File: config.mk
export PLATFORM = sky130hd
export DESIGN_NAME = bqe_store
export DESIGN_NICKNAME = d
export VERILOG_FILES = /design/src/rtl/bqe_pkg.sv /design/src/rtl/bqe_store.sv
export SDC_FILE = /design/constraint.sdc
export NUM_CORES = 2
export LEC_CHECK = 0
export BUFFER_PORTS_ARGS = -buffer_cell sky130_fd_sc_hd__buf_2
export CORE_UTILIZATION = 40
export CTS_CLUSTER_SIZE = 28
export DETAILED_ROUTE_END_ITERATION = 8
export PLACE_DENSITY = 0.66
export SETUP_SLACK_MARGIN = 0.05
export SYNTH_ARGS = -nofsm -noshare
export SYNTH_HDL_FRONTEND = slang
export SYNTH_SLANG_ARGS = --single-unit
File: constraint.sdc
create_clock -name clock -period 3.8 [get_ports clock]
set_clock_uncertainty 0.05 [all_clocks]
set_input_delay 0.38 -clock clock [delete_from_list [all_inputs] [get_ports clock]]
set_output_delay 0.38 -clock clock [all_outputs]
set_load 0.02 [all_outputs]
File: src/rtl/bqe_pkg.sv
// Shared types and constants for the four-stage biquad equalizer.
package bqe_pkg;

   localparam int STAGE_COUNT   = 4;
   localparam int SAMPLE_WIDTH  = 24;
   localparam int COEF_WIDTH    = 32;
   localparam int HIST_WIDTH    = SAMPLE_WIDTH + 8;
   localparam int COEF_FRAC     = COEF_WIDTH - 8;
   localparam int GAIN_WIDTH    = 24;
   localparam int GAIN_FRAC     = 20;
   localparam int TAPS          = 5;
   localparam int TAP_BITS      = 3;
   localparam int STAGE_BITS    = 2;
   localparam int PROD_WIDTH    = COEF_WIDTH + HIST_WIDTH;
   localparam int ACC_WIDTH     = PROD_WIDTH + 3;
   localparam int CSR_IDX_WIDTH = 1;
   localparam int CSR_WIDTH     = GAIN_WIDTH;

   localparam logic [GAIN_WIDTH-1:0] GAIN_RESET = GAIN_WIDTH'(1) << GAIN_FRAC;

   localparam logic [TAP_BITS-1:0] SEL_B0 = 3'd0;
   localparam logic [TAP_BITS-1:0] SEL_B1 = 3'd1;
   localparam logic [TAP_BITS-1:0] SEL_B2 = 3'd2;
   localparam logic [TAP_BITS-1:0] SEL_A1 = 3'd3;
   localparam logic [TAP_BITS-1:0] SEL_A2 = 3'd4;

   typedef enum logic {
      CMD_SAMPLE = 1'b0,
      CMD_COEF   = 1'b1
   } command_type;

   typedef enum logic [CSR_IDX_WIDTH-1:0] {
      CSR_BYPASS_MASK = 1'b0,
      CSR_MASTER_GAIN = 1'b1
   } csr_index_type;

   typedef struct packed {
      logic                         command;
      logic signed [SAMPLE_WIDTH-1:0] sample_in;
      logic [STAGE_BITS-1:0]        coef_stage;
      logic [TAP_BITS-1:0]          coef_select;
      logic signed [COEF_WIDTH-1:0] coef_value;
   } req_type;

   typedef struct packed {
      logic signed [SAMPLE_WIDTH-1:0] sample_out;
      logic                           clipped;
   } rsp_type;

   typedef struct packed {
      logic signed [HIST_WIDTH-1:0] x1;
      logic signed [HIST_WIDTH-1:0] x2;
      logic signed [HIST_WIDTH-1:0] y1;
      logic signed [HIST_WIDTH-1:0] y2;
   } hist_type;

   typedef struct packed {
      logic load;
      logic mul_en;
      logic gain_en;
      logic acc_clr;
      logic acc_en;
      logic round_en;
   } mac_ctrl_type;

endpackage

File: src/rtl/bqe_store.sv
// Coefficient store and per-stage filter history.
module bqe_store #(
   parameter int STAGE_COUNT = bqe_pkg::STAGE_COUNT
) (
   input  logic                                  clock,
   input  logic                                  reset,
   input  logic                                  coef_we,
   input  logic [bqe_pkg::STAGE_BITS-1:0]        coef_stage,
   input  logic [bqe_pkg::TAP_BITS-1:0]          coef_select,
   input  logic signed [bqe_pkg::COEF_WIDTH-1:0] coef_value,
   input  logic [((STAGE_COUNT > 1) ? $clog2(STAGE_COUNT) : 1)-1:0] rd_stage,
   input  logic [bqe_pkg::TAP_BITS-1:0]          rd_tap,
   input  logic                                  hist_we,
   input  logic signed [bqe_pkg::HIST_WIDTH-1:0] x_new,
   input  logic signed [bqe_pkg::HIST_WIDTH-1:0] y_new,
   output logic signed [bqe_pkg::COEF_WIDTH-1:0] coef_rd,
   output bqe_pkg::hist_type                     hist
);

   localparam int SIW = (STAGE_COUNT > 1) ? $clog2(STAGE_COUNT) : 1;

   logic signed [bqe_pkg::COEF_WIDTH-1:0] coef_ff [STAGE_COUNT][bqe_pkg::TAPS];
   bqe_pkg::hist_type hist_ff [STAGE_COUNT];
   logic [SIW-1:0] wr_stage;
   logic           wr_ok;

   assign wr_stage = SIW'(coef_stage);
   assign wr_ok    = (int'(coef_stage) < STAGE_COUNT) && (int'(coef_select) < bqe_pkg::TAPS);

   always_ff @(posedge clock) begin
      if (reset) begin
         for (int s = 0; s < STAGE_COUNT; s++) begin
            for (int t = 0; t < bqe_pkg::TAPS; t++) begin
               coef_ff[s][t] <= '0;
            end
         end
      end else if (coef_we && wr_ok) begin
         coef_ff[wr_stage][coef_select] <= coef_value;
      end
   end

   always_ff @(posedge clock) begin
      if (reset) begin
         for (int s = 0; s < STAGE_COUNT; s++) begin
            hist_ff[s] <= '0;
         end
      end else if (hist_we) begin
         hist_ff[rd_stage].x2 <= hist_ff[rd_stage].x1;
         hist_ff[rd_stage].x1 <= x_new;
         hist_ff[rd_stage].y2 <= hist_ff[rd_stage].y1;
         hist_ff[rd_stage].y1 <= y_new;
      end
   end

   assign coef_rd = coef_ff[rd_stage][rd_tap];
   assign hist    = hist_ff[rd_stage];

endmodule

After elaboration in Yosys (flattened, before gate mapping)
Memories as Yosys holds them, arrays and structs flattened.
Cells that the tools add are included.
{"block": "classes", "n_lt_le_gt_ge": 4, "muxes": 19, "bitwise": 2, "n_reduce_logical": 4}
{"operator": "two-way mux 160 bit", "n": 3}
{"operator": "OR reduction 160 bit", "n": 1}
{"operator": "two-way mux 128 bit", "n": 1}
{"operator": "OR reduction 128 bit", "n": 1}
{"operator": "binary-select mux 32 bit (select 3 bit)", "n": 1}
{"operator": "demux 32 bit (select 3 bit)", "n": 1}
{"operator": "two-way mux 32 bit", "n": 3}
{"operator": ">= comparator 4 bit, second input constant", "n": 2}
{"operator": "two-way mux 1 bit", "n": 8}
{"operator": "NOT 3 -> 4 bit", "n": 2}
{"operator": "< comparator 4 x 1 -> 1 bit, second input constant", "n": 1}
{"operator": "two-way mux 2 bit", "n": 2}
{"operator": "< comparator 3 bit, second input constant", "n": 1}
{"operator": "logical AND 1 bit", "n": 2}
{"block": "totals", "register_bits": 0, "ram_bits": 1152, "elab_cells": 31, "n_memories": 2}
{"memory": "coef_ff", "words": 4, "width": 160, "read_ports": 1, "rd_clocked_by_memory_dff": 0, "wr": 4, "line": "bqe_store.sv:22", "rtl": "logic signed [bqe_pkg::COEF_WIDTH-1:0] coef_ff [STAGE_COUNT][bqe_pkg::TAPS];"}
{"memory": "hist_ff", "words": 4, "width": 128, "read_ports": 1, "rd_clocked_by_memory_dff": 0, "wr": 4, "line": "bqe_store.sv:23", "rtl": "bqe_pkg::hist_type hist_ff [STAGE_COUNT];"}

Longest topological paths before layout
{"block": "logic_depth", "word_depth": 8, "depth_mapped": 8, "mapped_depth_nobuf": 4}

Least setup slack after synthesis
Ideal clock, no wire load.
{"block": "synth_timing", "path_type": "input -> register", "start": "in rd_stage[1] (netlist bit)", "end": "mem hist_ff[3][0] (netlist bit) (enable)", "setup_time_ns": 0.441, "arrival_ns": 2.930, "slack_ns": 0.379, "path_stages": 5, "n_path_buf": 4, "cell_sequence": "clkbuf_1 buf_2 buf_2 buf_2 a31o_2"}
{"item": "from (decl)", "line": "bqe_store.sv:11", "rtl": "input logic [((STAGE_COUNT > 1) ? $clog2(STAGE_COUNT) : 1)-1:0] rd_stage,"}
{"item": "to (decl)", "line": "bqe_store.sv:23"}

Worst setup path in the final report
{"block": "layout_timing", "start": "in rd_stage[1] (netlist bit)", "end": "out coef_rd[31] (netlist bit)"}
{"block": "layout_between", "elab_chain_cells": 4}
{"item": "memory read (4 x 160 bit)"}
{"item": "binary-select mux 32 bit (select 3 bit)", "line": "bqe_store.sv:55", "rtl": "assign coef_rd = coef_ff[rd_stage][rd_tap];"}
{"item": "two-way mux 32 bit (implied by the code) (2 in series)", "line": "bqe_store.sv:55"}
{"item": "to (decl)", "line": "bqe_store.sv:16", "rtl": "output logic signed [bqe_pkg::COEF_WIDTH-1:0] coef_rd,"}
Every way passes these cells. The select of a mux whose other input is x is not followed.

==> metrics.md <==
| Metric | Value |
|---|---|
| Met3 wire len | approximately 9800 um |
| Fmax | about 0.34 GHz |
| Number of synthesized register bits | between 1000 and 1500 |
| Layout Area Growth over Synthesis | 15.7% |
| Clock Power Share | about two fifths |
| Internal power | 21.8 mW |
| I/O pin count | between 200 and 300 |
| Reg2reg setup slack | about 2.4 ns |
| Crit end category | output port |
| Status | finished, final reports clean |
| Number of remaining DRC errors | 0 |
| Yosys top cell area share | between 60% and 70% |
| Slowest cell on crit path | buf_8 |
| Reg2reg path depth | 2 |
| Slew headroom | about 36% |
| Crit path kind | primary input to output port |
| HP Start | coef_value[13] |
| H-tree levels | 3 |
| Placed inst area | about 0.055 mm2 |
| RSZ-0062 raised after global routing | false |
| Met2 routed WL | roughly 62000 um |
| Required time worst endpoint | approximately 3.4 ns |
| Die Y | 359 um |
| Root buffer cell | clkbuf_16 |
| PortBufs | approximately 270 |
| Hold Crit Depth | 2 |
| TNS Setup | 0 ns |
| Detailed-placement wirelength estimate | about 75000 um |
| Post-synth ARST share | 0% |
| Hold EP | coef_ff[1][141]$_SDFFCE_PN0P_ |
| Final setup fails | 0 |
| Post-synthesis net count | approximately 3300 |
| Critical path, cell by cell | buf_8, and2_1, buf_4, a22oi_1, nand3_1, o211ai_1, buf_2 |
| Top_reg_cell synth | edfxtp_1 |
| Reg power frac | between 50% and 60% |
| Ratio of cells with drive above 1 in the final layout | 22.8% |
| Setup Buffers After CTS | 0 |
| Drt first pass iters | 5 |
| Core area | about 0.13 mm2 |
| Cts hold-fix bufs | 64 |
| Leakage | ~21 nW |
| P_sw | roughly 6.8 mW |
| Post-route ant nets | 0 |
| Worst-Margin Slew | roughly 0.96 ns |
| Unique masters post-synth | 25 |
| Yosys top cell by area | edfxtp_1 |
| Sequential fraction of the synthesis area | 67.8% |
| Most common library cells after synthesis | 1153 x and2_1, 1152 x edfxtp_1, 224 x mux4_2 |
| Die area | 0.129 mm2 |
| CTS tree | built |
| Initial Utilization | ~41% |
| Yosys warning count | 0 |
| Part of the cycle the worst path needs | between 70 and 80% |
| Rows | 130 |
| Via/cell ratio | approximately 5.3 |
| Die width | 359 um |
| Number of global-route vias before repair | 28000 |
| Register Area | around 0.035 mm2 |
| Clock sink count | roughly 1200 |
| Crit path largest cell delay | between 0.5 and 0.6 ns |
| Hold Crit Class | primary input to flip-flop |
| Worst-path fanout max | between 70 and 80 |
| GRT Util Overall | between 10% and 20% |
| Hold Violations, Final | 0 |
| Mean area per synthesized cell | 16.0 um2 |
| Placer Congestion | approximately 0.8 |
| Number of buffers created by CTS | 120 |
| Largest net degree at the start of global routing | around 130 |
| Initial antenna violation count | 21 |
| FILL cells | about 11000 |
| Worst reg2reg startpoint | hist_ff[1][36]$_SDFFCE_PN0P_ |
| GRT Residual Overflow | 0 |
| Footprint of the multi-input gates | approximately 0.015 mm2 |
| Max IR drop VDD | about 460 uV |
| Switching part of the total power | between 20% and 30% |
| Post-synthesis cell area | slightly above 0.05 mm2 |
| Top Metal Used | met5 |
| First-pass GRT wire length | 191000 um |
| Max clock buf depth | 3 |
| Critical path launch point type | primary input |
| Via count | between 20000 and 30000 |
| Max Cap Viol | 0 |
| Cells after Synth | ~3200 |
| Pwr per Cell Area | 484 mW/mm2 |
| Combinational Power Share | 8.9% |
| Slew Viols, Final | 0 |
| Total wire length | 130000 um |
| Fin crit period | 2.94 ns |
| Fin area | between 0.05 and 0.06 mm2 |
| Starting DRT DRC Count | ~2400 |
| Most numerous cell in the Yosys netlist | and2_1 |
| Nets | 3579 |
| WL/cell | around 25 um |
| Min Hold Slack | 0.0759 ns |
| Reg clk slew, reported paths | about 0.060 ns |
| Clk Latency, worst-skew pair | 0.74 ns |
| Metal1 wirelength | around 54000 um |
| EDFF count, synth | 1152 |
| CTS resizes | 0 |
| Critical path data arrival time | 2.51 ns |
| Synth top area cells | edfxtp_1 68%, and2_1 14%, mux4_2 9.9% |
| Crit Reg-Reg Endpoint | hist_ff[3][4]$_DFFE_PP_ |
[worst max-delay path, delay by kind of cell]
family / cells / cell delay [ns]
AO/OA/AOI/OAI: 2 / 0.44
buffers and inverters: 3 / 1.22
AND/OR/NAND/NOR: 2 / 0.37
[power groups by stage]
stage                     combinational, mW  sequential (mW)  clock, mW
after floorplan                        1.52             15.1          0
after global placement                 2.49             15.1          0
after detailed placement               2.50             15.2          0
after CTS                              2.57             14.9       11.4
after global routing                   2.68             15.0       11.8
final                                  2.53             14.9       11.2
[metal layers]
metal	GRT usage (%)	vias to the layer above
li1	-	12300
met1	26.9	14300
met2	32.3	940
met3	4.35	216
met4	6.44	18
met5	0	-
[stage by stage]
stage / setup WS (ns) / util [%] / power, mW / cells
2_1_floorplan: 0.379 / - / 16.6 / 3193
3_3_place_gp: 0.883 / 43.4 / 17.6 / 4933
3_5_place_dp: 0.891 / 43.4 / 17.7 / 4933
4_1_cts: 0.876 / 46.8 / 28.9 / 5222
5_1_grt: 0.814 / 46.8 / 29.5 / 5225
6_report: 0.860 / 46.8 / 28.6 / 5227
[worst max-delay path by stage]
stage	end	cells after the start	from	slack [ns]
CTS	coef_rd[0]	7	rd_stage[1]	0.88
global placement	coef_rd[0]	7	rd_stage[1]	0.88
finish	coef_rd[31]	7	rd_stage[1]	0.86
detailed placement	coef_rd[0]	7	rd_stage[1]	0.89
global route	coef_rd[31]	7	rd_stage[1]	0.81
floorplan	hist_ff[3][0]$_DFFE_PP_	5	rd_stage[1]	0.38
[logic make-up (layout without fill, tap and decap cells)]
group | Yosys count | in the layout | share of synthesized area, %
AO/OA/AOI/OAI | 97 | 97 | 1.43
buffers and inverters | 279 | 658 | 2.38
flip-flops | 1152 | 1152 | 67.8
multiplexers | 384 | 384 | 13.0
other | 0 | 5 | 0
AND/OR/NAND/NOR | 1281 | 1281 | 15.4
[cells in the final DEF (no fill, tap or decap), types with 2 or more instances in the layout]
| cell | n |
|---|---|
| mux4_2 | 224 |
| o211ai_1 | 32 |
| nand4b_1 | 2 |
| nand2_1 | 34 |
| clkinv_2 | 25 |
| clkinv_8 | 3 |
| buf_12 | 42 |
| diode_2 | 5 |
| clkbuf_16 | 120 |
| and2_1 | 1153 |
| buf_4 | 58 |
| or2_4 | 3 |
| nor2_2 | 15 |
| mux2i_1 | 160 |
| or2_2 | 21 |
| bufinv_16 | 5 |
| buf_2 | 267 |
| clkbuf_1 | 26 |
| clkinv_16 | 2 |
| dlygate4sd3_1 | 64 |
| clkinvlp_4 | 8 |
| edfxtp_1 | 1152 |
| clkinv_1 | 32 |
| nor3_4 | 4 |
| inv_6 | 3 |
| nand2b_1 | 3 |
| a22oi_1 | 64 |
| nor2b_4 | 3 |
| buf_8 | 2 |
| nand3_1 | 32 |
| nor3b_2 | 2 |
| nor3_2 | 2 |
[area by class of cell]
class                   instances  share of cell area, %
well taps                    1650                   3.50
flip-flops and latches       1152                   58.6
clock inverters                79                   1.03
diodes                          5                 0.0212
clock buffers                 146                   5.25
repair buffers                433                   5.56
multi-input cells            1762                   26.1
[sequential cells by signal (all words and copies together) (netlist names)]
register  flops
coef_ff     640
hist_ff     512
Note: power is estimated with default switching activity, not from simulation.
