[src/rtl/bqe_pkg.sv]
// Shared types and constants for the four-stage biquad equalizer.
package bqe_pkg;

   localparam int STAGE_COUNT   = 4;
   localparam int SAMPLE_WIDTH  = 24;
   localparam int COEF_WIDTH    = 32;
   localparam int HIST_WIDTH    = SAMPLE_WIDTH + 8;
   localparam int COEF_FRAC     = COEF_WIDTH - 8;
   localparam int GAIN_WIDTH    = 24;
   localparam int GAIN_FRAC     = 20;
   localparam int TAPS          = 5;
   localparam int TAP_BITS      = 3;
   localparam int STAGE_BITS    = 2;
   localparam int PROD_WIDTH    = COEF_WIDTH + HIST_WIDTH;
   localparam int ACC_WIDTH     = PROD_WIDTH + 3;
   localparam int CSR_IDX_WIDTH = 1;
   localparam int CSR_WIDTH     = GAIN_WIDTH;

   localparam logic [GAIN_WIDTH-1:0] GAIN_RESET = GAIN_WIDTH'(1) << GAIN_FRAC;

   localparam logic [TAP_BITS-1:0] SEL_B0 = 3'd0;
   localparam logic [TAP_BITS-1:0] SEL_B1 = 3'd1;
   localparam logic [TAP_BITS-1:0] SEL_B2 = 3'd2;
   localparam logic [TAP_BITS-1:0] SEL_A1 = 3'd3;
   localparam logic [TAP_BITS-1:0] SEL_A2 = 3'd4;

   typedef enum logic {
      CMD_SAMPLE = 1'b0,
      CMD_COEF   = 1'b1
   } command_type;

   typedef enum logic [CSR_IDX_WIDTH-1:0] {
      CSR_BYPASS_MASK = 1'b0,
      CSR_MASTER_GAIN = 1'b1
   } csr_index_type;

   typedef struct packed {
      logic                         command;
      logic signed [SAMPLE_WIDTH-1:0] sample_in;
      logic [STAGE_BITS-1:0]        coef_stage;
      logic [TAP_BITS-1:0]          coef_select;
      logic signed [COEF_WIDTH-1:0] coef_value;
   } req_type;

   typedef struct packed {
      logic signed [SAMPLE_WIDTH-1:0] sample_out;
      logic                           clipped;
   } rsp_type;

   typedef struct packed {
      logic signed [HIST_WIDTH-1:0] x1;
      logic signed [HIST_WIDTH-1:0] x2;
      logic signed [HIST_WIDTH-1:0] y1;
      logic signed [HIST_WIDTH-1:0] y2;
   } hist_type;

   typedef struct packed {
      logic load;
      logic mul_en;
      logic gain_en;
      logic acc_clr;
      logic acc_en;
      logic round_en;
   } mac_ctrl_type;

endpackage

[src/rtl/bqe_mac_unit.sv]
// Shared multiply-accumulate unit with rounding and saturation.
module bqe_mac_unit (
   input  logic                                    clock,
   input  bqe_pkg::mac_ctrl_type                   ctrl,
   input  logic [bqe_pkg::TAP_BITS-1:0]            tap,
   input  logic signed [bqe_pkg::SAMPLE_WIDTH-1:0] sample_in,
   input  logic [bqe_pkg::GAIN_WIDTH-1:0]          master_gain,
   input  logic signed [bqe_pkg::COEF_WIDTH-1:0]   coef_rd,
   input  bqe_pkg::hist_type                       hist,
   output logic signed [bqe_pkg::HIST_WIDTH-1:0]   x_cur,
   output logic signed [bqe_pkg::HIST_WIDTH-1:0]   y_new,
   output bqe_pkg::rsp_type                        result
);

   localparam int HW  = bqe_pkg::HIST_WIDTH;
   localparam int CW  = bqe_pkg::COEF_WIDTH;
   localparam int PW  = bqe_pkg::PROD_WIDTH;
   localparam int AW  = bqe_pkg::ACC_WIDTH;
   localparam int SW  = bqe_pkg::SAMPLE_WIDTH;
   localparam int CF  = bqe_pkg::COEF_FRAC;
   localparam int GF  = bqe_pkg::GAIN_FRAC;

   logic signed [HW-1:0] value_ff, value_in;
   logic                 clip_ff, clip_in;
   logic signed [PW-1:0] prod_ff, prod_in;
   logic                 neg_ff, neg_in;
   logic [AW-1:0]        acc_ff, acc_in;

   logic signed [HW-1:0] operand;
   logic signed [CW-1:0] mul_a;
   logic signed [HW-1:0] mul_b;
   logic [AW-1:0]        prod_ext;
   logic [AW-1:0]        rnd;
   logic [AW-HW-CF:0]    rnd_top;
   logic                 stage_fit;
   logic [PW-1:0]        frnd;
   logic [PW-SW-GF:0]    frnd_top;
   logic                 final_fit;

   always_comb begin
      case (tap)
         bqe_pkg::SEL_B0: operand = value_ff;
         bqe_pkg::SEL_B1: operand = hist.x1;
         bqe_pkg::SEL_B2: operand = hist.x2;
         bqe_pkg::SEL_A1: operand = hist.y1;
         bqe_pkg::SEL_A2: operand = hist.y2;
         default:         operand = '0;
      endcase
   end

   assign neg_in  = (tap == bqe_pkg::SEL_A1) || (tap == bqe_pkg::SEL_A2);
   assign mul_a   = ctrl.gain_en ? $signed({{(CW - bqe_pkg::GAIN_WIDTH){1'b0}}, master_gain})
                                 : coef_rd;
   assign mul_b   = ctrl.gain_en ? value_ff : operand;
   assign prod_in = mul_a * mul_b;

   assign prod_ext = {{(AW - PW){prod_ff[PW-1]}}, prod_ff};
   assign acc_in   = ctrl.acc_clr ? '0 : (neg_ff ? acc_ff - prod_ext : acc_ff + prod_ext);

   // stage output: round half up by the coefficient fraction, saturate to history width
   assign rnd       = acc_ff + (AW'(1) << (CF - 1));
   assign rnd_top   = rnd[AW-1:CF+HW-1];
   assign stage_fit = (&rnd_top) || !(|rnd_top);
   assign y_new     = stage_fit ? rnd[CF+HW-1:CF]
                    : (rnd[AW-1] ? {1'b1, {(HW-1){1'b0}}} : {1'b0, {(HW-1){1'b1}}});

   assign value_in = ctrl.load ? {{(HW - SW){sample_in[SW-1]}}, sample_in}
                   : (ctrl.round_en ? y_new : value_ff);
   assign clip_in  = ctrl.load ? 1'b0 : (clip_ff | (ctrl.round_en & !stage_fit));

   always_ff @(posedge clock) begin
      value_ff <= value_in;
      clip_ff  <= clip_in;
      if (ctrl.mul_en || ctrl.gain_en) begin
         prod_ff <= prod_in;
         neg_ff  <= neg_in;
      end
      if (ctrl.acc_clr || ctrl.acc_en) begin
         acc_ff <= acc_in;
      end
   end

   // master gain: round half up by the gain fraction, saturate to sample width
   assign frnd      = prod_ff + (PW'(1) << (GF - 1));
   assign frnd_top  = frnd[PW-1:GF+SW-1];
   assign final_fit = (&frnd_top) || !(|frnd_top);

   assign result.sample_out = final_fit ? frnd[GF+SW-1:GF]
                            : (frnd[PW-1] ? {1'b1, {(SW-1){1'b0}}} : {1'b0, {(SW-1){1'b1}}});
   assign result.clipped    = clip_ff | !final_fit;
   assign x_cur             = value_ff;

endmodule

[config.mk]
export PLATFORM = sky130hd
export DESIGN_NAME = bqe_mac_unit
export DESIGN_NICKNAME = d
export VERILOG_FILES = /design/src/rtl/bqe_pkg.sv /design/src/rtl/bqe_mac_unit.sv
export SDC_FILE = /design/constraint.sdc
export NUM_CORES = 2
export LEC_CHECK = 0
export BUFFER_PORTS_ARGS = -buffer_cell sky130_fd_sc_hd__buf_4
export CORE_MARGIN = 3
export CORE_UTILIZATION = 55
export CTS_CLUSTER_SIZE = 30
export DETAILED_ROUTE_END_ITERATION = 12
export PLACE_DENSITY_LB_ADDON = 0.1
export SLEW_MARGIN = 20
export SYNTH_ARGS = -nofsm -noshare
export SYNTH_HDL_FRONTEND = slang
export SYNTH_SLANG_ARGS = --single-unit
[constraint.sdc]
create_clock -name clock -period 35.9 [get_ports clock]
set_input_delay 7.18 -clock clock [delete_from_list [all_inputs] [get_ports clock]]
set_output_delay 7.18 -clock clock [all_outputs]
set_load 0.03 [all_outputs]
======== Word level (Yosys, flattened, before mapping) ========
Index checks and enable logic that the tools add are counted.
W data, S select, Z words.
word-level totals
  register bits after elaboration ......... 165
  bits of input ports ..................... 218
  logic and storage cells ................. 42
operators by class
  $add $sub $neg .......................... 4
  $mul .................................... 1
  eq/ne operators ......................... 4
  multiplexer cells ....................... 10
  bitwise operators ....................... 3
  reductions and logical operators ........ 15
operators by type and width
  operator                  count
  $mux W32                  6
  $pmux W32 S5              1
  $add A67 B24 Y67 const B  1
  $add A67 B67 Y67          1
  $mux W67                  1
  $sub A67 B67 Y67          1
  $add A64 B21 Y64 const B  1
  $mul A32 B32 Y64          1
  $mux W24                  2
  $reduce_and A21 Y1        1
  $reduce_or A21 Y1         1
  $reduce_and A12 Y1        1
  $reduce_or A12 Y1         1
  $eq A3 B2 Y1 const B      2
  $logic_or A1 B1 Y1        5
  $logic_not A1 Y1          4
  $eq A3 B1 Y1 const B      1
  $eq A3 B3 Y1 const B      1
  $logic_not A3 Y1          1
  $or A1 B1 Y1              2
  $reduce_bool A2 Y1        1
  $and A1 B1 Y1             1

======== Longest topological paths before layout ========
  depth after elaboration ................. 7
  depth in mapped cells ................... 38

======== Least setup slack after synthesis ========
No wires, ideal clock.
  path type ............................... input port to flip-flop
  start ................................... in tap[1] (netlist name)
  end ..................................... reg prod_ff[63], data pin
  data arrival time ....................... 16.265 ns
  path slack .............................. 19.368 ns
  stages on the path ...................... 32
  path through ............................ clkbuf_1 -> buf_1 -> mux2i_1 -> o21ai_0 -> a221o_1 -> nor2b_1 -> clkbuf_1 -> nand2_1 -> inv_1 -> fa_1 -> inv_1 -> fa_1 -> inv_1 -> fa_1 -> fa_1 -> inv_1 -> fa_1 -> inv_1 -> fa_1 -> inv_1 -> fa_1 -> fa_1 -> inv_1 -> ha_1 -> clkbuf_1 -> a221o_1 -> a21oi_1 -> o21ai_0 -> or3b_2 -> o221ai_1 -> mux2i_1 -> nand4_1
on the way
  longest elaborated chain between the ends .. 4
  elaborated cells on any way between the ends .. 8
  those cells by class .................... mul: 1; eq/ne: 4; mux: 2; reduce/logical: 1
ends and longest elaborated chain
  item                                  RTL line            RTL
  start, declared                       bqe_mac_unit.sv:5   input logic [bqe_pkg::TAP_BITS-1:0] tap,
  $eq A3 B3 Y1 (tied with other cells)  bqe_mac_unit.sv:41  case (tap)
  $pmux W32 S5 *                        bqe_mac_unit.sv:41
  $mux W32 *                            bqe_mac_unit.sv:54  assign mul_b = ctrl.gain_en ? value_ff : operand;
  $mul A32 B32 Y64 *                    bqe_mac_unit.sv:55  assign prod_in = mul_a * mul_b;
  named net prod_in[63]                 bqe_mac_unit.sv:25  logic signed [PW-1:0] prod_ff, prod_in;
  end signal, assigned                  bqe_mac_unit.sv:75  prod_ff <= prod_in;
  end, declared                         bqe_mac_unit.sv:25
The timed path passes the listed nets; every way through them passes the cells marked *.
A chain may end at the register's enable or synchronous reset.

======== Worst setup path in the final report ========
Same ends and word-level chain as after synthesis.

==> flow_metrics.py <==
metrics = {
    "status": {
        "status": "finished, final reports clean",
    },
    "setup_path": {
        "path_class": "in2reg",
        "r2r-start": "x_cur[17]",
        "reg2reg_depth": 26,
        "cp.required_ps": 36110,
        "worst_path_max_delay_cell": "fa_1",
        "arrival_ps": 18290,
        "r2r_end": "prod_ff[60]",
        "worstPathMaxFanout": 38,
        "r2r_setup_slack_ps": 25670,
        "endpoint_kind": "register",
        "crit_start": "tap[1]",
        "critPathLaunchType": "input port",
        "cp_common_cell": "fa_1",
        "cpPeakStageDelay_ps": 940,
    },
    "die": {
        "dieArea_mm2": 0.09718,
        "core_area_mm2": 0.09222,
        "ios": 307,
        "dieHeight_um": 311.7,
        "start_util": 0.5575,
        "die-width_um": 311.7,
        "num_rows": 111,
    },
    "global_routing": {
        "grt_pass1_wl_um": 263200,
        "track_usage": 0.3592,
        "overflow": 0,
        "grt_max_degree": 79,
        "antenna_found_initial": 7,
        "grt_pass1_vias": 43634,
    },
    "sta": {
        "slew_violations": 0,
        "finClkSkew_ps": 10.87,
        "final.period_utilization": 0.5037,
        "setup_viol": 0,
        "worst_pin_slew_ps": 1185,
        "slew_headroom": 0.2102,
        "finalHoldViolCount": 0,
        "rsz0062_at_grt": "false",
        "post-route-min-period_ps": 18080,
        "clock.fmax_mhz": 55.30,
        "tns_ps": 0,
    },
    "synthesis": {
        "synthFlopType": "edfxtp_1",
        "synth_cell_types": 105,
        "synth_cells": 5744,
        "synth_fp_nets": 7299,
        "ys_seq_elements": 165,
        "yosys_warnings": 0,
        "synth_top_area_cell": "fa_1",
        "seq_area_frac_synth": 0.09618,
        "synth_top_area_share": 0.4217,
        "synth_area_per_cell_um2": 8.950,
        "synthArstFlopShare": 0,
        "synthTopCellsByArea": "fa_1, edfxtp_1, inv_1",
        "syn_area_mm2": 0.05141,
        "synth_edf_count": 164,
    },
    "clocking": {
        "cts.reportedPaths.clkPinSlew_ps": 80,
        "cts_buffer_depth": 2,
        "cts_made_buffers": 17,
        "cts.root.buffer_cell": "clkbuf_16",
        "cts_tree": "built",
        "cts_resized": 0,
        "cts_max_level": 4,
        "cts_num_sinks": 165,
        "post_cts_buffers": 0,
        "clock_latency_ps": 470,
        "cts_hold_buf": 0,
    },
    "route": {
        "num_vias": 42482,
        "drt_iter0_drc": 3883,
        "totalWireLength_um": 173400,
        "antenna_left": 0,
        "wire_per_inst_um": 24.34,
        "drt_pass1_iterations": 8,
        "viasPerCell": 5.961,
        "drc": 0,
    },
    "worst_hold_path": {
        "hold_end": "clip_ff",
        "hp-start": "clip_ff",
        "holdPathStages": 2,
        "worstHoldPathType": "reg2reg",
    },
    "finish": {
        "final_common_cell": "fa_1",
        "final_cell_mix": "fa_1, inv_1, nand2_1",
        "syn_to_final_growth_pct": 7.878,
        "layout.nets": 7421,
        "n_fill_cell": 8369,
        "utilization": 0.6014,
        "drive_gt1_frac": 0.1004,
        "fin_area_mm2": 0.05546,
    },
    "placement": {
        "place.port_buffers": 306,
        "hpwl_um": 142800,
        "routabilityCongestion": 0.9947,
        "dpl_cell_area_mm2": 0.05483,
    },
    "job": {
        "drv_cap": 0,
    },
}
==> critical path: cells and delay by family <==
kind | cells | cell delay (ps)
AND/OR/NAND/NOR | 8 | 1970
buffers and inverters | 9 | 1820
AO/OA/AOI/OAI | 6 | 2280
adder cells (fa/ha/maj) | 9 | 4730
multiplexers | 1 | 240
==> per-layer routing <==
layer  global-route usage  part of all wire  wire length [um]
met4               0.1782             0.060             10490
met5                    0                 0                 0
met2               0.5742              0.46             80530
met1               0.4700              0.39             66870
met3              0.07023             0.090             15560
==> worst max-delay path by stage <==
| stage | to | slack, ps | cells after the start |
|---|---|---|---|
| 4_1_cts | prod_ff[63] | 18030 | 33 |
| 2_1_floorplan | prod_ff[63] | 19370 | 32 |
| 5_1_grt | prod_ff[63] | 17240 | 33 |
| 3_5_place_dp | prod_ff[63] | 17550 | 33 |
| 6_report | prod_ff[63] | 17820 | 33 |
| 3_3_place_gp | prod_ff[63] | 17680 | 33 |
==> metrics by stage <==
step,instances,hold WS (ps),worst slack (ps)
finish,7127,518.1,17820
floorplan,5744,428.0,19370
detailed placement,7089,488.3,17550
global route,7126,538.3,17240
CTS,7121,507.5,18030
global placement,7088,477.0,17680
==> sequential cells by signal (all words and copies together) (netlist names) <==
signal / flops
x_cur: 32
neg_ff: 1
prod_ff: 64
acc_ff: 67
clip_ff: 1
==> logic make-up (layout without fill, tap and decap cells) <==
family | count (synthesis) | count (layout) | share of synthesized area
flip-flops | 165 | 165 | 0.09618
adder cells (fa/ha/maj) | 1337 | 1337 | 0.4835
AO/OA/AOI/OAI | 730 | 730 | 0.09292
AND/OR/NAND/NOR | 1833 | 1833 | 0.1624
multiplexers | 123 | 123 | 0.02536
other | 0 | 5 | 0
buffers and inverters | 1318 | 1453 | 0.09905
XOR/XNOR | 238 | 238 | 0.04055
==> Yosys cell counts, types with 65 or more instances <==
cell,n
o21ai_0,110
xnor2_1,154
clkbuf_1,233
mux2i_1,65
edfxtp_1,164
inv_1,1032
nand2_1,662
nor2_1,619
and2_1,83
ha_1,254
a21o_1,119
nor3_1,134
nand3_1,66
a21oi_1,232
fa_1,1083
xor2_1,84
==> final cells by class <==
type,instances,area (um^2),area share
Multi-Input combinational cell,4261,41570,0.7496
Sequential cell,165,4945,0.08916
Inverter,1035,3885,0.07005
Timing Repair Buffer,386,2895,0.05220
Tap cell,1243,1555,0.02804
Clock buffer,17,425.4,0.007670
Clock inverter,15,171.4,0.003091
Antenna cell,5,12.51,0.0002256
Power is left out: the tool's default activity adds up to more than one toggle a clock period on the data nets, which glitch-free logic cannot reach.
