$ cat src/rtl/bqe_pkg.sv
// Shared types and constants for the four-stage biquad equalizer.
package bqe_pkg;

   localparam int STAGE_COUNT   = 4;
   localparam int SAMPLE_WIDTH  = 24;
   localparam int COEF_WIDTH    = 32;
   localparam int HIST_WIDTH    = SAMPLE_WIDTH + 8;
   localparam int COEF_FRAC     = COEF_WIDTH - 8;
   localparam int GAIN_WIDTH    = 24;
   localparam int GAIN_FRAC     = 20;
   localparam int TAPS          = 5;
   localparam int TAP_BITS      = 3;
   localparam int STAGE_BITS    = 2;
   localparam int PROD_WIDTH    = COEF_WIDTH + HIST_WIDTH;
   localparam int ACC_WIDTH     = PROD_WIDTH + 3;
   localparam int CSR_IDX_WIDTH = 1;
   localparam int CSR_WIDTH     = GAIN_WIDTH;

   localparam logic [GAIN_WIDTH-1:0] GAIN_RESET = GAIN_WIDTH'(1) << GAIN_FRAC;

   localparam logic [TAP_BITS-1:0] SEL_B0 = 3'd0;
   localparam logic [TAP_BITS-1:0] SEL_B1 = 3'd1;
   localparam logic [TAP_BITS-1:0] SEL_B2 = 3'd2;
   localparam logic [TAP_BITS-1:0] SEL_A1 = 3'd3;
   localparam logic [TAP_BITS-1:0] SEL_A2 = 3'd4;

   typedef enum logic {
      CMD_SAMPLE = 1'b0,
      CMD_COEF   = 1'b1
   } command_type;

   typedef enum logic [CSR_IDX_WIDTH-1:0] {
      CSR_BYPASS_MASK = 1'b0,
      CSR_MASTER_GAIN = 1'b1
   } csr_index_type;

   typedef struct packed {
      logic                         command;
      logic signed [SAMPLE_WIDTH-1:0] sample_in;
      logic [STAGE_BITS-1:0]        coef_stage;
      logic [TAP_BITS-1:0]          coef_select;
      logic signed [COEF_WIDTH-1:0] coef_value;
   } req_type;

   typedef struct packed {
      logic signed [SAMPLE_WIDTH-1:0] sample_out;
      logic                           clipped;
   } rsp_type;

   typedef struct packed {
      logic signed [HIST_WIDTH-1:0] x1;
      logic signed [HIST_WIDTH-1:0] x2;
      logic signed [HIST_WIDTH-1:0] y1;
      logic signed [HIST_WIDTH-1:0] y2;
   } hist_type;

   typedef struct packed {
      logic load;
      logic mul_en;
      logic gain_en;
      logic acc_clr;
      logic acc_en;
      logic round_en;
   } mac_ctrl_type;

endpackage

$ cat src/rtl/bqe_sequencer.sv
// Sequencer that steps the shared MAC unit through stages and taps.
module bqe_sequencer #(
   parameter int STAGE_COUNT = bqe_pkg::STAGE_COUNT
) (
   input  logic                             clock,
   input  logic                             reset,
   input  logic                             req_valid,
   input  logic                             req_command,
   input  logic [STAGE_COUNT-1:0]           bypass_mask,
   input  logic                             rsp_busy,
   output logic                             req_ready,
   output logic                             coef_we,
   output logic                             rsp_load,
   output bqe_pkg::mac_ctrl_type            ctrl,
   output logic [((STAGE_COUNT > 1) ? $clog2(STAGE_COUNT) : 1)-1:0] rd_stage,
   output logic [bqe_pkg::TAP_BITS-1:0]     tap
);

   localparam int SIW = (STAGE_COUNT > 1) ? $clog2(STAGE_COUNT) : 1;
   localparam int SCW = $clog2(STAGE_COUNT + 1);

   typedef enum logic [6:0] {
      ST_IDLE  = 7'b0000001,
      ST_SCAN  = 7'b0000010,
      ST_MAC   = 7'b0000100,
      ST_DRAIN = 7'b0001000,
      ST_ROUND = 7'b0010000,
      ST_GAIN  = 7'b0100000,
      ST_FINAL = 7'b1000000
   } state_type;

   state_type                     state_ff, state_in;
   logic [SCW-1:0]                stage_ff, stage_in;
   logic [bqe_pkg::TAP_BITS-1:0]  tap_ff, tap_in;

   assign rd_stage = stage_ff[SIW-1:0];
   assign tap      = tap_ff;

   always_comb begin
      state_in  = state_ff;
      stage_in  = stage_ff;
      tap_in    = tap_ff;
      req_ready = 1'b0;
      coef_we   = 1'b0;
      rsp_load  = 1'b0;
      ctrl      = '0;
      case (state_ff)
         ST_IDLE: begin
            req_ready = 1'b1;
            if (req_valid) begin
               if (req_command == bqe_pkg::CMD_COEF) begin
                  coef_we = 1'b1;
               end else begin
                  ctrl.load = 1'b1;
                  stage_in  = '0;
                  state_in  = ST_SCAN;
               end
            end
         end
         ST_SCAN: begin
            if (int'(stage_ff) == STAGE_COUNT) begin
               state_in = ST_GAIN;
            end else if (bypass_mask[rd_stage]) begin
               stage_in = stage_ff + SCW'(1);
            end else begin
               ctrl.acc_clr = 1'b1;
               tap_in       = bqe_pkg::SEL_B0;
               state_in     = ST_MAC;
            end
         end
         ST_MAC: begin
            ctrl.mul_en = 1'b1;
            ctrl.acc_en = (tap_ff != bqe_pkg::SEL_B0);
            if (tap_ff == bqe_pkg::SEL_A2) begin
               state_in = ST_DRAIN;
            end else begin
               tap_in = tap_ff + 3'd1;
            end
         end
         ST_DRAIN: begin
            ctrl.acc_en = 1'b1;
            state_in    = ST_ROUND;
         end
         ST_ROUND: begin
            ctrl.round_en = 1'b1;
            stage_in      = stage_ff + SCW'(1);
            state_in      = ST_SCAN;
         end
         ST_GAIN: begin
            ctrl.gain_en = 1'b1;
            state_in     = ST_FINAL;
         end
         ST_FINAL: begin
            if (!rsp_busy) begin
               rsp_load = 1'b1;
               state_in = ST_IDLE;
            end
         end
         default: begin
            state_in = ST_IDLE;
         end
      endcase
   end

   always_ff @(posedge clock) begin
      if (reset) begin
         state_ff <= ST_IDLE;
         stage_ff <= '0;
         tap_ff   <= '0;
      end else begin
         state_ff <= state_in;
         stage_ff <= stage_in;
         tap_ff   <= tap_in;
      end
   end

endmodule

$ cat config.mk
export PLATFORM = sky130hd
export DESIGN_NAME = bqe_sequencer
export DESIGN_NICKNAME = d
export VERILOG_FILES = /design/src/rtl/bqe_pkg.sv /design/src/rtl/bqe_sequencer.sv
export SDC_FILE = /design/constraint.sdc
export NUM_CORES = 1
export LEC_CHECK = 0
export BUFFER_PORTS_ARGS = -buffer_cell sky130_fd_sc_hd__buf_2
export CAP_MARGIN = 20
export CORE_MARGIN = 8
export CORE_UTILIZATION = 55
export DETAILED_ROUTE_END_ITERATION = 10
export PLACE_DENSITY = 0.91
export SETUP_SLACK_MARGIN = 0.05
export SYNTH_ARGS = -nofsm -noshare
export SYNTH_HDL_FRONTEND = slang
export SYNTH_SLANG_ARGS = --single-unit
export TNS_END_PERCENT = 100
$ cat constraint.sdc
create_clock -name clock -period 3.9 [get_ports clock]
set_input_delay 0.195 -clock clock [delete_from_list [all_inputs] [get_ports clock]]
set_output_delay 0.195 -clock clock [all_outputs]
set_load 0.005 [all_outputs]
Word level (Yosys, flattened, before mapping)
Cells that the tools add are included.
Word-level totals
  flip-flop bits (word level): 13
  output and inout port bits: 14
  word-level logic and storage cells: 64
Cells by class
  add/subtract/negate cells: 2
  $lt $le $gt $ge: 1
  equality and inequality tests: 18
  mux-type cells: 34
  reduce and logical (&&, ||, !) cells: 6
Operators with widths (number)
  $pmux 7 s7: 1
  $mux 7: 6
  $mux 3: 7
  $mux 1: 16
  $ne 2x2->1 const B: 8
  $reduce_and 5->1: 2
  $pmux 3 s3: 1
  $eq 7x1->1 const B: 1
  $eq 7x2->1 const B: 1
  $eq 7x3->1 const B: 1
  $eq 7x4->1 const B: 1
  $eq 7x5->1 const B: 1
  $eq 7x6->1 const B: 1
  $eq 7x7->1 const B: 1
  $add 3x1->3 const B: 2
  $eq 3x3->1 const B: 2
  $pmux 3 s2: 1
  $reduce_bool 3->1: 2
  $reduce_and 4->1: 1
  $lt 2x3->1 const B: 1
  $ne 3x3->1 const B: 1
  $bmux 1 s2: 1
  $pmux 1 s2: 1
  $reduce_bool 2->1: 1

Longest topological paths before layout
Gate-level depths: netlist of the first run.
  depth in word-level cells: 5
  mapped depth: 6
  gate-level depth less buffers: 6

Worst setup path after synthesis of the first run
Ideal clock, no wire load.
  kind: reg-to-output
  start point: register state_ff[2]
  end point: output coef_we
  arrival time: 1.421 ns
  data required time: 3.705 ns
  path slack: 2.284 ns
  cell stages (with the launch flop): 6
  path buffers: 1
  cell sequence: dfxtp_1 > clkbuf_1 > nor3_2 > nand2_1 > nor3b_1 > and3_1
Between the ends
  word-level cells in the longest chain between the ends: 2
RTL lines
  start, declared: line bqe_sequencer.sv:32  | state_type state_ff, state_in;
  start signal, assigned: line bqe_sequencer.sv:111  | state_ff <= state_in;
  $eq 7x1->1: line bqe_sequencer.sv:47  | case (state_ff)
  $mux 1: line bqe_sequencer.sv:47
  end, declared: line bqe_sequencer.sv:12  | output logic coef_we,
Every way passes these cells.

==> reports/metrics.yaml, run 1 <==
floorplanning:
  dieWidth_um: 56.89
  start_util_pct: 59.66
  core_area_sq_mm: 0.001541
  io_pins: 23
  dieHeight_um: 56.89
  rows: 14
  dieArea_sq_mm: 0.003236
cts:
  cts_setup_buffers: 0
  cts_buffers: 3
  cts_tree: "built"
  cts_num_sinks: 13
  clockBufferDepth: 2
  clk_latency_ns: 0.28
  htreeDepth: 1
  cts_hold_buf: 0
  clk_pin_slew_ns: 0.09
  cts_root_buffer: "clkbuf_4"
  cts_resized: 0
timing:
  hold_viol_final: 0
  setup_tns_ns: 0
  slew_headroom_pct: 63.97
  fmax_mhz: 476.3
  setup_viol: 0
  layout_worst_path_cycle_share_pct: 53.83
  slew_violations: 0
  period_minus_slack_ns: 2.099
  finClkSkew_ns: 0.007600
  fin_hold_ws_ns: 0.1973
  rsz0062_at_grt: "no"
  worst_pin_slew_ns: 0.5375
final_layout:
  drive_above_1_share_pct: 27.20
  final_cells: 141
  syn2layout_area_growth_pct: 11.56
  diodes: 0
  nets: 139
job:
  maxCapViolations: 0
yosys:
  ys_types: 44
  ys.flop_type: "dfxtp_1"
  synth.area.top_cells: "dfxtp_1, ha_1, nand2b_1"
  synth_edf_count: 0
  synth_async_sr_flop_share_pct: 0
  syn_inst: 107
  yosys-top-cells-count: "dfxtp_1, nand2_1, inv_1, nor3_1, nand2b_1"
  syn-num-nets: 120
  yosys_register_bits: 13
  netlist.area_leader.share_pct: 28.30
  yosysMostFrequentCell: "dfxtp_1"
  yosys.area.top_type: "dfxtp_1"
  yosysWarnings: 0
  syn-cell-area_sq_um: 919.6
  yosysSeqAreaShare_pct: 28.30
  avgSynthCellArea_sq_um: 8.595
global_routing:
  grt_max_degree: 10
  gr-usage-all-layers_pct: 13.91
  grt_overflow: 0
  antenna_found_initial: 0
  grt_pass1_wl_mm: 3.677
  first_global_vias: 834
route:
  post-route-drc-count: 0
  wirelength_mm: 2.259
  drt_iter0_drc: 31
  vias: 869
  vias_per_cell: 6.163
  ant_nets: 0
  first_pass_iters: 4
  wl_per_cell_um: 16.02
setup_path:
  critPathMaxStageDelay_ns: 0.50
  crit_family: "simple AND/OR/NAND/NOR gates"
  start_kind: "flop"
  cp_num_buf_inv: 1
  end_kind: "output port"
  worstPathMaxFanout: 9
  cp_slowest_cell: "nor3_2"
  critical_path_class: "reg2out"
  crit_chain: "nor3_2 -> nand2_1 -> nor3b_1 -> and2_1 -> buf_2"
  crit_arrival_ns: 1.90
  critical_path_required_ns: 3.70
power:
  peakVddDrop_mv: 0.2089
  p_leak_nw: 0.4653
  p_per_area_mw_per_mm2: 339.6
  fin_total_pwr_mw: 0.3484
place:
  globalplace.congestion: 0.8484
  post-place-cells: 137
  dpl.hpwl_mm: 1.749
  port_buffers: 22
min_path:
  holdCritPathClass: "in2reg"
run_status:
  run_status: "complete, no violations"
==> power by group <==
group          internal, mW  total (mW)  switching [mW]
logic                0.0492       0.107          0.0580
clock network        0.0396      0.0867          0.0471
registers             0.140       0.155          0.0144
total                 0.229       0.348           0.119
==> layout make-up <==
| type | instances | area (sq um) |
|---|---|---|
| sequential | 13 | 260.3 |
| multi-input combinational | 79 | 583.1 |
| inverter | 7 | 26.28 |
| timing repair buffer | 22 | 110.1 |
| clock buffer | 4 | 26.28 |
| tap | 16 | 20.02 |
| fill | 133 | 515.5 |
==> registers in the layout, summed over array words and instances, names as in the netlist <==
register / count
stage_ff: 3
state_ff: 7
tap: 3
==> cells by family (layout without fill, tap and decap cells) <==
| group | count (synthesis) | after routing | share of synthesized area [%] |
|---|---|---|---|
| compound gates | 16 | 16 | 11.43 |
| xor+xnor | 4 | 4 | 3.810 |
| fa+ha+maj | 4 | 4 | 5.442 |
| buf+inv | 15 | 33 | 8.299 |
| flops | 13 | 13 | 28.30 |
| mux | 3 | 3 | 4.626 |
| simple gates | 52 | 52 | 38.10 |
==> placed cells by master, fill, tap and decap left out, types with 2 or more instances in the layout <==
master | netlist | final
nand2b_1 | 5 | 5
mux2i_1 | 2 | 2
and4_1 | 2 | 2
nor2b_1 | 2 | 2
nand3_1 | 4 | 4
xnor2_1 | 2 | 2
inv_1 | 7 | 7
xor2_1 | 2 | 2
ha_1 | 4 | 4
dfxtp_1 | 13 | 13
a21oi_1 | 2 | 2
nor3b_1 | 3 | 3
buf_2 | 1 | 22
o211ai_1 | 2 | 2
and3_1 | 3 | 3
clkbuf_4 | 0 | 3
o21ai_0 | 4 | 4
nand2_1 | 8 | 8
nor3_1 | 6 | 6
a31oi_1 | 2 | 2
nor2_1 | 3 | 3
nand4_1 | 3 | 3
nor4_1 | 2 | 2
==> routing by layer <==
metal | GRT usage [%] | wire (um)
met1 | 15.03 | 960
met4 | 8.725 | 29
met3 | 4.944 | 169
met5 | 0 | 0
met2 | 22.33 | 1099
==> worst paths after layout <==
check                            startpoint     endpoint  slack [ns]  depth (start not counted)
worst min-delay path                  reset  state_ff[2]        0.20                          2
worst max register to register  stage_ff[0]  state_ff[0]        2.12                          4
worst min register to register  stage_ff[2]  stage_ff[2]        0.50                          2
worst max-delay path            state_ff[1]      ctrl[5]        1.80                          5
==> metrics by stage <==
step	setup slack [ns]	utilization [%]	instance area, sq um
after detailed placement	2.123	64.85	999.7
after CTS	1.805	66.56	1026
after global routing	1.657	66.56	1026
after floorplan	2.284	-	919.6
final	1.801	66.56	1026
after global placement	2.159	64.85	999.7
Power figures use the tool's default switching activity.
==> run 2, diff against run 1 <==
--- a/config.mk
+++ b/config.mk
@@ -5,12 +5,13 @@
 export SDC_FILE = /design/constraint.sdc
 export NUM_CORES = 1
 export LEC_CHECK = 0
+export ABC_AREA = 1
 export BUFFER_PORTS_ARGS = -buffer_cell sky130_fd_sc_hd__buf_2
 export CAP_MARGIN = 20
 export CORE_MARGIN = 8
-export CORE_UTILIZATION = 55
+export CORE_UTILIZATION = 52
 export DETAILED_ROUTE_END_ITERATION = 10
-export PLACE_DENSITY = 0.91
+export PLACE_DENSITY = 0.86
 export SETUP_SLACK_MARGIN = 0.05
 export SYNTH_ARGS = -nofsm -noshare
 export SYNTH_HDL_FRONTEND = slang
==> constraint.sdc (replaced) <==
create_clock -name clock -period 2.1 [get_ports clock]
set_input_delay 0.105 -clock clock [delete_from_list [all_inputs] [get_ports clock]]
set_output_delay 0.105 -clock clock [all_outputs]
set_load 0.005 [all_outputs]
==> reports/metrics.yaml, run 2 <==
yosys:
  ys.flop_type: "dfxtp_1"
  ys_types: 22
  avgSynthCellArea_sq_um: 6.818
  netlist.area_leader.share_pct: 25.97
  syn-cell-area_sq_mm: 0.001002
  yosys-top-cells-count: "nand2_1, inv_1, nor2_1, dfxtp_1, nand3_1"
  syn-num-nets: 160
  yosys.area.top_type: "dfxtp_1"
  synth.area.top_cells: "dfxtp_1, nand2_1, inv_1"
  yosysWarnings: 0
  synth_async_sr_flop_share_pct: 0
  yosysMostFrequentCell: "nand2_1"
  yosys_register_bits: 13
  yosysSeqAreaShare_pct: 25.97
  synth_edf_count: 0
  syn_inst: 147
floorplanning:
  dieHeight_um: 59.90
  dieWidth_um: 59.90
  dieArea_sq_mm: 0.003588
  start_util_pct: 53.26
  core_area_sq_mm: 0.001882
  rows: 16
  io_pins: 23
final_layout:
  final_cell_mix: "nand2_1, buf_2, inv_1, nor2_1, dfxtp_1"
  design_area_sq_mm: 0.001154
  fillCellCount: 196
  top_register: "state_ff"
  utilization_pct: 61.30
  seq_area_sq_um: 260.3
  largest_reg_flops: 7
  nets: 184
  diodes: 0
  multi_input_area_sq_um: 625.6
  final_common_cell: "nand2_1"
  drive_above_1_share_pct: 31.18
  final_cells: 197
  syn2layout_area_growth_pct: 15.11
cts:
  htreeDepth: 1
  cts_tree: "built"
  cts_hold_buf: 0
  cts_setup_buffers: 0
  clk_latency_ns: 0.28
  clk_pin_slew_ns: 0.08
  clockBufferDepth: 2
  cts_num_sinks: 13
  cts_buffers: 3
  cts_root_buffer: "clkbuf_4"
  cts_resized: 0
timing:
  slew_headroom_pct: 83.09
  rsz0062_at_grt: "no"
  period_minus_slack_ns: 1.518
  layout_worst_path_cycle_share_pct: 72.28
  slew_violations: 0
  finClkSkew_ns: 0.008559
  fmax_mhz: 658.8
  setup_viol: 0
  hold_viol_final: 0
  setup_ws_ns: 0.5821
  worst_pin_slew_ns: 0.2509
  setup_tns_ns: 0
global_routing:
  grt.busiest_layer: "met2"
  globalRouteMet2Util_pct: 23.54
  use_met3_pct: 2.796
  antenna_found_initial: 0
  grt_overflow: 0
  grt_pass1_wl_mm: 3.608
  gr-usage-all-layers_pct: 13.01
  gr-usage-met1_pct: 13.83
  grt_max_degree: 10
  first_global_vias: 895
power:
  p_leak_nw: 0.6159
  peakVddDrop_mv: 0.5077
  p_per_area_mw_per_mm2: 820.4
setup_path:
  crit_arrival_ns: 1.41
  start_kind: "flop"
  crit_family: "simple AND/OR/NAND/NOR gates"
  worstPathMaxFanout: 5
  crit_chain: "inv_2 -> nand2_2 -> nor2_4 -> nand2_1 -> o21ai_0 -> buf_2"
  cp_slowest_cell: "dfxtp_1"
  critical_path_required_ns: 2.00
  critPathMaxStageDelay_ns: 0.35
  cp_num_buf_inv: 2
  end_kind: "output port"
  critical_path_class: "reg2out"
route:
  wl_per_cell_um: 11.25
  vias: 963
  wirelength_mm: 2.216
  post-route-drc-count: 0
  ant_nets: 0
  drt_iter0_drc: 26
  first_pass_iters: 4
  vias_per_cell: 4.888
place:
  dpl.hpwl_mm: 1.835
  placed_area_sq_mm: 0.001127
  port_buffers: 22
  post-place-cells: 193
  post-place-ws_ns: 0.6613
  globalplace.congestion: 0.9182
min_path:
  holdCritPathClass: "in2reg"
job:
  maxCapViolations: 0
run_status:
  run_status: "complete, no violations"
-- run 2: cell types whose count changed in the layout (fill, tap and decap cells not counted), moves of 4 or more --
cell / before / now
inv_1: 7 / 21
inv_2: 0 / 5
nand2_1: 8 / 33
nand2_4: 0 / 5
nand2b_1: 5 / 0
nand3_1: 4 / 8
nor2_1: 3 / 20
nor2_4: 0 / 5
nor3_1: 6 / 2
-- run 2: kinds of logic (layout without fill, tap and decap cells) --
kind of cell	count (synthesis)	in the layout	synth area share, %
simple gates	89	89	49.94
xor+xnor	2	2	1.748
buf+inv	29	52	11.61
flops	13	13	25.97
compound gates	10	10	5.743
fa+ha+maj	4	4	4.994
-- run 2: final timing paths --
kind | from | endpoint | slack [ns] | cells after the start
worst max-delay path | state_ff[6] | ctrl[1] | 0.58 | 6
worst min-delay path | reset | stage_ff[2] | 0.11 | 2
worst max register to register | stage_ff[0] | stage_ff[1] | 0.63 | 9
worst min register to register | tap[0] | tap[0] | 0.51 | 2
-- run 2: through the flow --
stage / power [mW] / hold slack (ns)
3_3_place_gp: 0.7804 / 0.3960
4_1_cts: 0.9526 / 0.09599
6_report: 0.9464 / 0.1097
3_5_place_dp: 0.7949 / 0.3978
5_1_grt: 1.021 / 0.1153
2_1_floorplan: 0.7010 / 0.2465
-- run 2: cell type report --
cell class,instances,share of cell area [%]
well taps,27,2.928
inverters,26,8.460
multi-input cells,105,54.23
repair buffers,22,9.544
clock buffers,4,2.278
flip-flops and latches,13,22.56
-- run 2: metal layers --
| layer | vias up | routed length, um |
|---|---|---|
| met4 | 0 | 36 |
| met2 | 30 | 1085 |
| met3 | 5 | 136 |
| met5 | - | 0 |
| met1 | 425 | 957 |
| li1 | 503 | - |
-- run 2: power by group --
group	total (mW)	switching, mW	leakage, nW	internal [mW]
sequential	0.323	0.0417	0.106	0.281
combinational	0.470	0.297	0.495	0.173
clock	0.153	0.0793	0.0150	0.0737
==> run 3, diff against run 2 <==
--- a/config.mk
+++ b/config.mk
@@ -9,9 +9,9 @@
 export BUFFER_PORTS_ARGS = -buffer_cell sky130_fd_sc_hd__buf_2
 export CAP_MARGIN = 20
 export CORE_MARGIN = 8
-export CORE_UTILIZATION = 52
+export CORE_UTILIZATION = 47
 export DETAILED_ROUTE_END_ITERATION = 10
-export PLACE_DENSITY = 0.86
+export PLACE_DENSITY = 0.83
 export SETUP_SLACK_MARGIN = 0.05
 export SYNTH_ARGS = -nofsm -noshare
 export SYNTH_HDL_FRONTEND = slang
==> constraint.sdc (replaced) <==
create_clock -name clock -period 1.3 [get_ports clock]
set_input_delay 0.065 -clock clock [delete_from_list [all_inputs] [get_ports clock]]
set_output_delay 0.065 -clock clock [all_outputs]
set_load 0.005 [all_outputs]
==> reports/metrics.yaml, run 3 (synthesis results as in run 2) <==
run_status:
  run_status: "finished with violations"
  violations: "setup timing"
setup_path:
  cpMostUsedCell: "nand2_4"
  end_kind: "flop"
  cp_slowest_cell: "dfxtp_4"
  crit_arrival_ns: 1.63
  r2r_end: "tap[1]"
  worstPathMaxFanout: 3
  r2r_setup_slack_ns: -0.16
  crit_chain: "inv_4 -> nor2_4 -> nand2_4 -> nor2_8 -> nand2_4 -> buf_4 -> o21ai_0 -> nor2_1"
  start_kind: "flop"
  critical_path_required_ns: 1.47
  critPathMaxStageDelay_ns: 0.38
  r2r_cells: 8
  r2r_start: "state_ff[1]"
  critical_path_class: "reg2reg"
final_layout:
  largest_reg_flops: 7
  design_area_sq_mm: 0.001607
  drive_above_1_share_pct: 61.86
  diodes: 0
  final_cells: 221
  final_cell_mix: "nand2_1, buf_2, inv_1, buf_6, buf_4"
  nets: 208
  top_register: "state_ff"
  utilization_pct: 81.06
  syn2layout_area_growth_pct: 60.30
timing:
  slew_violations: 0
  setup_tns_ns: -1.762
  worst_pin_slew_ns: 0.3400
  finClkSkew_ns: 0.002263
  layout_worst_path_cycle_share_pct: 112.2
  setup_ws_ns: -0.1587
  rsz0062_at_grt: "yes"
  fmax_mhz: 685.6
  setup_viol: 17
  hold_viol_final: 0
  slew_headroom_pct: 77.10
  period_minus_slack_ns: 1.459
global_routing:
  use_met3_pct: 2.688
  grt_pass1_wl_mm: 4.767
  gr-usage-all-layers_pct: 14.54
  first_global_vias: 1113
  gr-usage-met1_pct: 15.57
  antenna_found_initial: 0
  grt_overflow: 0
  globalRouteMet2Util_pct: 27.17
  grt.busiest_layer: "met2"
  grt_max_degree: 10
route:
  ant_nets: 0
  vias: 1164
  wl_per_cell_um: 15.89
  first_pass_iters: 4
  vias_per_cell: 5.267
  post-route-drc-count: 0
  wirelength_mm: 3.511
  drt_iter0_drc: 49
power:
  p_per_area_mw_per_mm2: 1330
  peakVddDrop_mv: 1.140
  p_leak_nw: 0.7668
min_path:
  min-delay-start: "reset"
  holdCritPathClass: "in2reg"
  hold_depth: 2
  min_delay_worst_endpoint: "stage_ff[2]"
cts:
  cts_hold_buf: 0
  cts_tree: "built"
  cts_num_sinks: 13
  cts_buffers: 3
  clk_pin_slew_ns: 0.08
  clockBufferDepth: 2
  clk_latency_ns: 0.28
  htreeDepth: 1
  cts_root_buffer: "clkbuf_4"
place:
  post-place-cells: 197
  placed_area_sq_mm: 0.001159
  globalplace.congestion: 0.9084
  dpl.hpwl_mm: 1.914
  port_buffers: 22
floorplanning:
  dieArea_sq_mm: 0.003866
  core_area_sq_mm: 0.001982
  start_util_pct: 50.57
  dieWidth_um: 62.18
  io_pins: 23
  rows: 16
  dieHeight_um: 62.18
job:
  maxCapViolations: 0
==> run 3: changes by cell type in the layout (fill, tap and decap cells not counted), moves of 6 or more <==
cell,delta
nor2_2,+6
buf_6,+13
buf_4,+12
nand2_2,+6
dfxtp_1,-8
dfxtp_4,+6
nand2_1,-12
nor2_1,-11
==> run 3: cell type report <==
cell class	instances	area (sq um)
multi-input combinational	105	809.5
sequential	13	285.3
tap	27	33.78
clock buffer	4	26.28
inverter	26	110.1
fill	128	375.4
timing repair buffer	46	341.6
==> run 3: per-stage QoR <==
stage	power, mW	hold WS [ns]	setup WS [ns]
finish	2.137	0.08823	-0.1587
global route	2.255	0.09849	-0.2294
CTS	1.715	0.06680	-0.1562
detailed placement	1.332	0.3639	-0.08908
global placement	1.292	0.3662	0.009323
floorplan	1.136	0.1665	0.05551
==> run 3: worst max path at each step <==
stage / startpoint / depth (start not counted) / to
floorplan: stage_ff[0] / 9 / stage_ff[1]
global route: state_ff[1] / 8 / ctrl[2]
finish: state_ff[1] / 8 / tap[1]
global placement: state_ff[1] / 9 / state_ff[0]
CTS: state_ff[1] / 8 / ctrl[2]
detailed placement: state_ff[1] / 7 / tap[1]
==> run 3: critical path: cells and delay by family, from the launching register on <==
kind / cells / cell delay [ns]
compound gates: 1 / 0.29
buf+inv: 2 / 0.20
flops: 1 / 0.38
simple gates: 5 / 0.46
==> run 3: routing by layer <==
metal	routed length (um)	share of wire (%)
met3	192	5.5
met2	1904	54
met1	1252	36
met5	0	0
met4	161	4.6
==> run 3: power by group <==
group          switching [mW]  leakage [nW]  internal [mW]
combinational           0.789         0.641          0.548
clock                   0.140        0.0150          0.119
sequential             0.0740         0.111          0.467
total                    1.00         0.767           1.13
==> run 3: timing repair <==
item                                    in CTS  in global routing
setup buffers                               11                  9
endpoints found under the setup margin      18                 20
resized for setup                           35                 48
hold endpoints to repair                     0                  0
gates cloned                                 0                  0
pin swaps                                   12                 16
